`src/rtl/assert_macros.svh`:
```
// Assertion macros shared by the enclosing-circle RTL.
// No dependencies; included by the modules that carry assertions.
`ifndef ASSERT_MACROS_SVH
`define ASSERT_MACROS_SVH

// Plain property check, disabled while reset is asserted
`define TEC_ASSERT(lbl, clk, rst_n, prop, msg) \
    lbl: assert property (@(posedge clk) disable iff (!rst_n) (prop)) else $error(msg);

// Implication check built on the plain form
`define TEC_ASSERT_IMP(lbl, clk, rst_n, ante, cons, msg) \
    `TEC_ASSERT(lbl, clk, rst_n, (ante) |-> (cons), msg)

`endif

```
`src/rtl/tec_pkg.sv`:
```
// Types and constants for the three-point enclosing circle pipeline.
// No dependencies.
`default_nettype none

package tec_pkg;

    localparam int PT_W    = 20;  // Q12.8 coordinate
    localparam int DF_W    = 21;  // coordinate difference
    localparam int PR_W    = 42;  // product of two differences
    localparam int NUM_W   = 64;  // divider numerator / remainder
    localparam int DEN_W   = 42;  // divider denominator, 2*|cross|
    localparam int DIV_QW  = 22;  // quotient bits, one per stage
    localparam int SQ_IN_W = 42;  // squared distance
    localparam int SQ_STG  = 21;  // root bits, one per stage
    localparam int RAD_W   = 21;  // radius field
    localparam int OFF_W   = 24;  // rounded circumcentre offset

    typedef logic signed [PT_W-1:0]  t_pt;
    typedef logic signed [DF_W-1:0]  t_df;
    typedef logic signed [PR_W-1:0]  t_pr;
    typedef logic signed [OFF_W-1:0] t_off;

    // which centre the item ends up with
    typedef enum logic [1:0] {
        SEL_AB,
        SEL_AC,
        SEL_BC,
        SEL_CIRC
    } t_sel;

    typedef struct packed {
        t_pt ax;
        t_pt ay;
        t_pt bx;
        t_pt by;
        t_pt cx;
        t_pt cy;
    } t_tri;

    // data that rides alongside the dividers
    typedef struct packed {
        t_sel sel;
        t_pt  mid_x;
        t_pt  mid_y;
        logic neg_x;
        logic neg_y;
        t_tri pts;
    } t_side;

    // divider operands
    typedef struct packed {
        logic [NUM_W-1:0] num_x;
        logic [NUM_W-1:0] num_y;
        logic [DEN_W-1:0] den;
    } t_div_req;

endpackage

`default_nettype wire

```
`src/rtl/tec_div.sv`:
```
// Pipelined restoring divider, one quotient bit per register stage.
// Depends on tec_pkg and assert_macros.svh.
`default_nettype none
`include "assert_macros.svh"

module tec_div
    import tec_pkg::*;
(
    input  wire logic             i_clk,
    input  wire logic             i_rst_n,
    input  wire logic             i_en,
    input  wire logic             i_valid,
    input  wire logic [NUM_W-1:0] i_num,
    input  wire logic [DEN_W-1:0] i_den,
    output logic                  o_valid,
    output logic [DIV_QW-1:0]     o_quot,
    output logic [DEN_W-1:0]      o_rem,
    output logic [DEN_W-1:0]      o_den
);

    logic                r_v   [DIV_QW];
    logic [NUM_W-1:0]    r_rem [DIV_QW];
    logic [DEN_W-1:0]    r_den [DIV_QW];
    logic [DIV_QW-1:0]   r_q   [DIV_QW];

    logic [NUM_W-1:0]    w_rem_in [DIV_QW];
    logic [DEN_W-1:0]    w_den_in [DIV_QW];
    logic [DIV_QW-1:0]   w_q_in   [DIV_QW];
    logic                w_v_in   [DIV_QW];
    logic [NUM_W-1:0]    n_rem    [DIV_QW];
    logic [DIV_QW-1:0]   n_q      [DIV_QW];

    // stage inputs: port for the first, previous register otherwise
    always_comb begin
        w_rem_in[0] = i_num;
        w_den_in[0] = i_den;
        w_q_in[0]   = '0;
        w_v_in[0]   = i_valid;
        for (int k = 1; k < DIV_QW; k++) begin
            w_rem_in[k] = r_rem[k-1];
            w_den_in[k] = r_den[k-1];
            w_q_in[k]   = r_q[k-1];
            w_v_in[k]   = r_v[k-1];
        end
    end

    // one compare-subtract per stage against the shifted divisor
    always_comb begin
        logic [NUM_W-1:0] trial;
        logic             ge;
        for (int k = 0; k < DIV_QW; k++) begin
            trial    = NUM_W'(w_den_in[k]) << (DIV_QW - 1 - k);
            ge       = (w_rem_in[k] >= trial);
            n_rem[k] = ge ? (w_rem_in[k] - trial) : w_rem_in[k];
            n_q[k]   = {w_q_in[k][DIV_QW-2:0], ge};
        end
    end

    always_ff @(posedge i_clk) begin
        if (!i_rst_n) begin
            for (int k = 0; k < DIV_QW; k++) begin
                r_v[k] <= 1'b0;
            end
        end else if (i_en) begin
            for (int k = 0; k < DIV_QW; k++) begin
                r_v[k] <= w_v_in[k];
            end
        end
    end

    always_ff @(posedge i_clk) begin
        if (i_en) begin
            for (int k = 0; k < DIV_QW; k++) begin
                r_rem[k] <= n_rem[k];
                r_den[k] <= w_den_in[k];
                r_q[k]   <= n_q[k];
            end
        end
    end

    assign o_valid = r_v[DIV_QW-1];
    assign o_quot  = r_q[DIV_QW-1];
    assign o_rem   = r_rem[DIV_QW-1][DEN_W-1:0];
    assign o_den   = r_den[DIV_QW-1];

    // quotient must have fitted: final remainder below the divisor
    `TEC_ASSERT_IMP(a_div_rem_small, i_clk, i_rst_n, r_v[DIV_QW-1],
        r_rem[DIV_QW-1] < NUM_W'(r_den[DIV_QW-1]), "divider remainder not below divisor")

endmodule

`default_nettype wire

```
`config.mk`:
```
export PLATFORM = sky130hd
export DESIGN_NAME = tec_div
export DESIGN_NICKNAME = d
export VERILOG_FILES = /design/src/rtl/tec_pkg.sv /design/src/rtl/tec_div.sv
export VERILOG_INCLUDE_DIRS = /design/src /design/src/rtl
export SDC_FILE = /design/constraint.sdc
export NUM_CORES = 2
export LEC_CHECK = 0
export BUFFER_PORTS_ARGS = -buffer_cell sky130_fd_sc_hd__buf_2
export CELL_PAD_IN_SITES_DETAIL_PLACEMENT = 1
export CELL_PAD_IN_SITES_GLOBAL_PLACEMENT = 1
export CORE_MARGIN = 2
export CORE_UTILIZATION = 56
export DETAILED_ROUTE_END_ITERATION = 10
export HOLD_SLACK_MARGIN = 0.15
export PLACE_DENSITY_LB_ADDON = 0.1
export SKIP_LAST_GASP = 1
export SLEW_MARGIN = 20
export SYNTH_ARGS = -nofsm -noshare
export SYNTH_HDL_FRONTEND = slang
export SYNTH_SLANG_ARGS = --single-unit
```
`constraint.sdc`:
```
create_clock -name i_clk -period 11.7 [get_ports i_clk]
set_input_delay 1.17 -clock i_clk [delete_from_list [all_inputs] [get_ports i_clk]]
set_output_delay 1.17 -clock i_clk [all_outputs]
set_load 0.01 [all_outputs]
```
==> metrics.md <==
| Metric | Value |
|---|---|
| P&R area growth vs syn | 8.85% |
| Critical setup path kind | reg2reg |
| Final Non-Filler Cells | 17900 |
| Total track usage | 33.4% |
| CTS Hold Bufs | 0 |
| CTS sink count | 2585 |
| Reg area | 77600 sq um |
| Post-synthesis sequential element count | 2585 |
| Cells after synthesis | 14100 |
| Reg power frac | 34.9% |
| Core area | 265000 sq um |
| First DRT Iteration DRCs | 8803 |
| CTS resizes | 0 |
| GP Congestion | 0.953 |
| Netlist Area Pre-Place | 149000 sq um |
| RSZ-0062 raised after global routing | no |
| Via count | 113000 |
| Clock share of power | 21.1% |
| CTS tree | done |
| Final Slew Violations | 0 |
| Post CTS Setup Buffer Count | 0 |
| Total Routed Length | 463000 microns |
| Nets | 15200 |
| WP data required | 12.38 ns |
| Vias in the first global route | 120000 |
| DRT antenna net count | 0 |
| Peak VDD IR | 0.169 mV |
| Worst slew pin tran | 1.38 ns |
| Reg clk slew, reported paths | 0.07 ns |
| Area share of the largest cell type after synthesis | 52.0% |
| Worst setup SP type | flip-flop |
| WP data arrival | 6.37 ns |
| Sw power | 17.8 mW |
| Synth async-reset ratio | 0% |
| DIE WIDTH | 520 microns |
| Final min period | 5.69 ns |
| DRT Pass-1 Iters | 6 |
| Placed insts | 17300 |
| Post-synth cell types | 98 |
| Htree depth | 5 |
| Fin. Hold Viols | 0 |
| Syn_area_per_cell | 10.6 sq um |
| Routed len/inst | 25.9 microns |
| Max Clk Rate | 176 MHz |
| First-pass GRT wire length | 711000 microns |
| Filler instances | 28000 |
| Global route total overflow | 0 |
| DPL Wire Length | 339000 microns |
| # IOs | 217 |
| Number of CTS-inserted buffers | 292 |
| Worst-skew pair later-pin latency | 0.95 ns |
| CTS Buffer Depth | 4 |
| Pleak | 64.2 nW |
| Yosys Warn Count | 0 |
| Final worst-path cycle share | 48.7% |
| DRC viols | 0 |
| Share of cells above drive strength 1 | 6.86% |
| Top FF cell, synth | edfxtp_1 |
| TNS Setup | 0 ns |
| Synth area leader | edfxtp_1 |
| PwrDens | 271 nW/um^2 |
| Relative slew slack | 7.37% |
| Seq/Total Area, Yosys | 52.0% |
| Endpoints failing setup | 0 |
| Max_cap viols | 0 |
| Type of the tightest min-delay check | reg2reg |
| Internal Power | 26.2 mW |
| Largest net degree at the start of global routing | 165 |
| Die area | 271000 sq um |
| Top cells by area, synth | edfxtp_1, ha_1, a21oi_1, xnor2_1, o21ai_0 |
| Row Count | 189 |
| Initial antenna violation count | 9 |
| Root Driver | clkbuf_16 |
| Die Span Y | 520 microns |
| Area of the multi-input gates | 64700 sq um |
| Syn nets | 15200 |
| Post-synth EDFFs | 2584 |
| Power share of the combinational group | 44.0% |
| Setup Skew | 0.0687 ns |
| PortBufs | 216 |
| Switching Share | 40.5% |
| Vias per cell | 6.34 |
| Initial Util | 56.3% |
| Pwr Total | 44.0 mW |
| Status | completed |
| Crit-path max FO | 81 |
| Worst setup EP type | flip-flop |
## area by class of cell
type	instances	area share, %
antenna	3	0.00462
clock buffer	343	4.67
clock inverter	180	1.15
inverter	1221	2.82
multi-input combinational	9716	39.8
sequential	2585	47.8
tap	3533	2.72
timing repair buffer	279	1.04
## Yosys cell counts, drive strengths merged (18+ instances only)
| cell | n |
|---|---|
| nand4 | 263 |
| nor3 | 216 |
| inv | 1221 |
| o2111ai | 18 |
| nor4b | 31 |
| xnor2 | 634 |
| ha | 924 |
| nor2b | 123 |
| buf | 140 |
| o21ai | 1034 |
| and4 | 22 |
| or3 | 72 |
| o21a | 109 |
| nand3b | 29 |
| nand2 | 1166 |
| nand4b | 25 |
| a41oi | 26 |
| a211o | 22 |
| a31o | 18 |
| a21o | 587 |
| xor2 | 426 |
| a211oi | 89 |
| mux2 | 162 |
| clkbuf | 437 |
| or4 | 53 |
| nand3 | 242 |
| a2111oi | 30 |
| o31ai | 83 |
| nor2 | 890 |
| fa | 22 |
| o41ai | 20 |
| a21oi | 1287 |
| and3 | 105 |
| and2 | 62 |
| o31a | 27 |
| a31oi | 112 |
| a21boi | 48 |
| nor3b | 22 |
| nor4 | 130 |
| edfxtp | 2584 |
| nand2b | 130 |
| o21bai | 158 |
| o211ai | 57 |
| or2 | 49 |
## placed cells by master, fill, tap and decap left out, drive strengths merged, types with 49 or more instances in the layout
master  synthesis  routed
nand2b        130     130
nor2b         123     123
buf           140     279
nand4         263     263
xor2          426     426
ha            924     924
mux2          162     162
a21oi        1287    1287
and3          105     105
a211oi         89      89
a21o          587     587
a31oi         112     112
nand2        1166    1166
o21ai        1034    1034
nor2          890     890
nor4          130     130
clkbuf        437     343
nand3         242     242
xnor2         634     634
or3            72      72
o211ai         57      57
edfxtp       2584    2584
o31ai          83      83
inv          1221    1236
and2           62      62
or2            49      49
clkinv          0     124
o21bai        158     158
or4            53      53
o21a          109     109
nor3          216     216
## kinds of logic after synthesis
kind of cell	synth area share [%]
fa+ha+maj	8.04
buf+inv	4.74
xor+xnor	6.22
compound gates	15.9
flops	52.0
simple gates	11.8
mux	1.28
## state kept, by name, summed over array words and instances (netlist names)
signal  flops
r_rem    1386
r_den     924
r_v        22
r_q       253
## routing by layer
layer	up-vias	share of wire, %	wire length, microns	global-route usage [%]
met4	12	5.4	25200	16.1
li1	51500	-	-	-
met2	3719	51	236000	59.9
met3	1374	4.4	20400	4.06
met5	-	0.019	86	0
met1	56600	39	181000	39.5
## stage by stage
step	setup slack (ns)	hold WS (ns)	cell area (sq um)	utilization, %
6_report	6.01	0.406	162000	61.3
5_1_grt	5.67	0.400	162000	61.3
4_1_cts	6.16	0.390	162000	61.3
3_5_place_dp	6.34	0.405	153000	57.7
3_3_place_gp	6.39	0.401	153000	57.7
2_1_floorplan	7.32	0.400	149000	-
## worst max-delay path: stages (launching register included)
cell and delay [ns]:
edfxtp_1 0.42, inv_1 0.10, ha_1 0.18, inv_1 0.07
fa_1 0.44, a211oi_1 0.30, nor2_1 0.13, o31ai_1 0.33
a21oi_1 0.34, a2111oi_0 0.98, nor3_1 0.31, a21oi_1 0.28
o21ai_0 0.19, a31oi_4 0.20, buf_4 0.64, mux2_2 0.43
## power by group through the flow
stage,clock network (mW),logic [mW],registers [mW]
global route,9.70,21.1,15.5
floorplan,0,13.7,14.4
CTS,9.43,19.1,15.3
finish,9.29,19.4,15.4
detailed placement,0,18.7,15.4
global placement,0,17.8,15.4
## path summary, 6_finish.rpt
kind | start | to | slack (ns) | cells past startpoint
worst min-delay path | r_q[0][157] | r_q[1][4] | 0.41 | 0
worst max register to register | r_rem[2][256] | r_rem[2][329] | 6.01 | 15
worst max-delay path | r_rem[2][256] | r_rem[2][329] | 6.01 | 15
worst min register to register | r_q[0][157] | r_q[1][4] | 0.41 | 0
No activity file was read; power rests on OpenSTA's default activity.
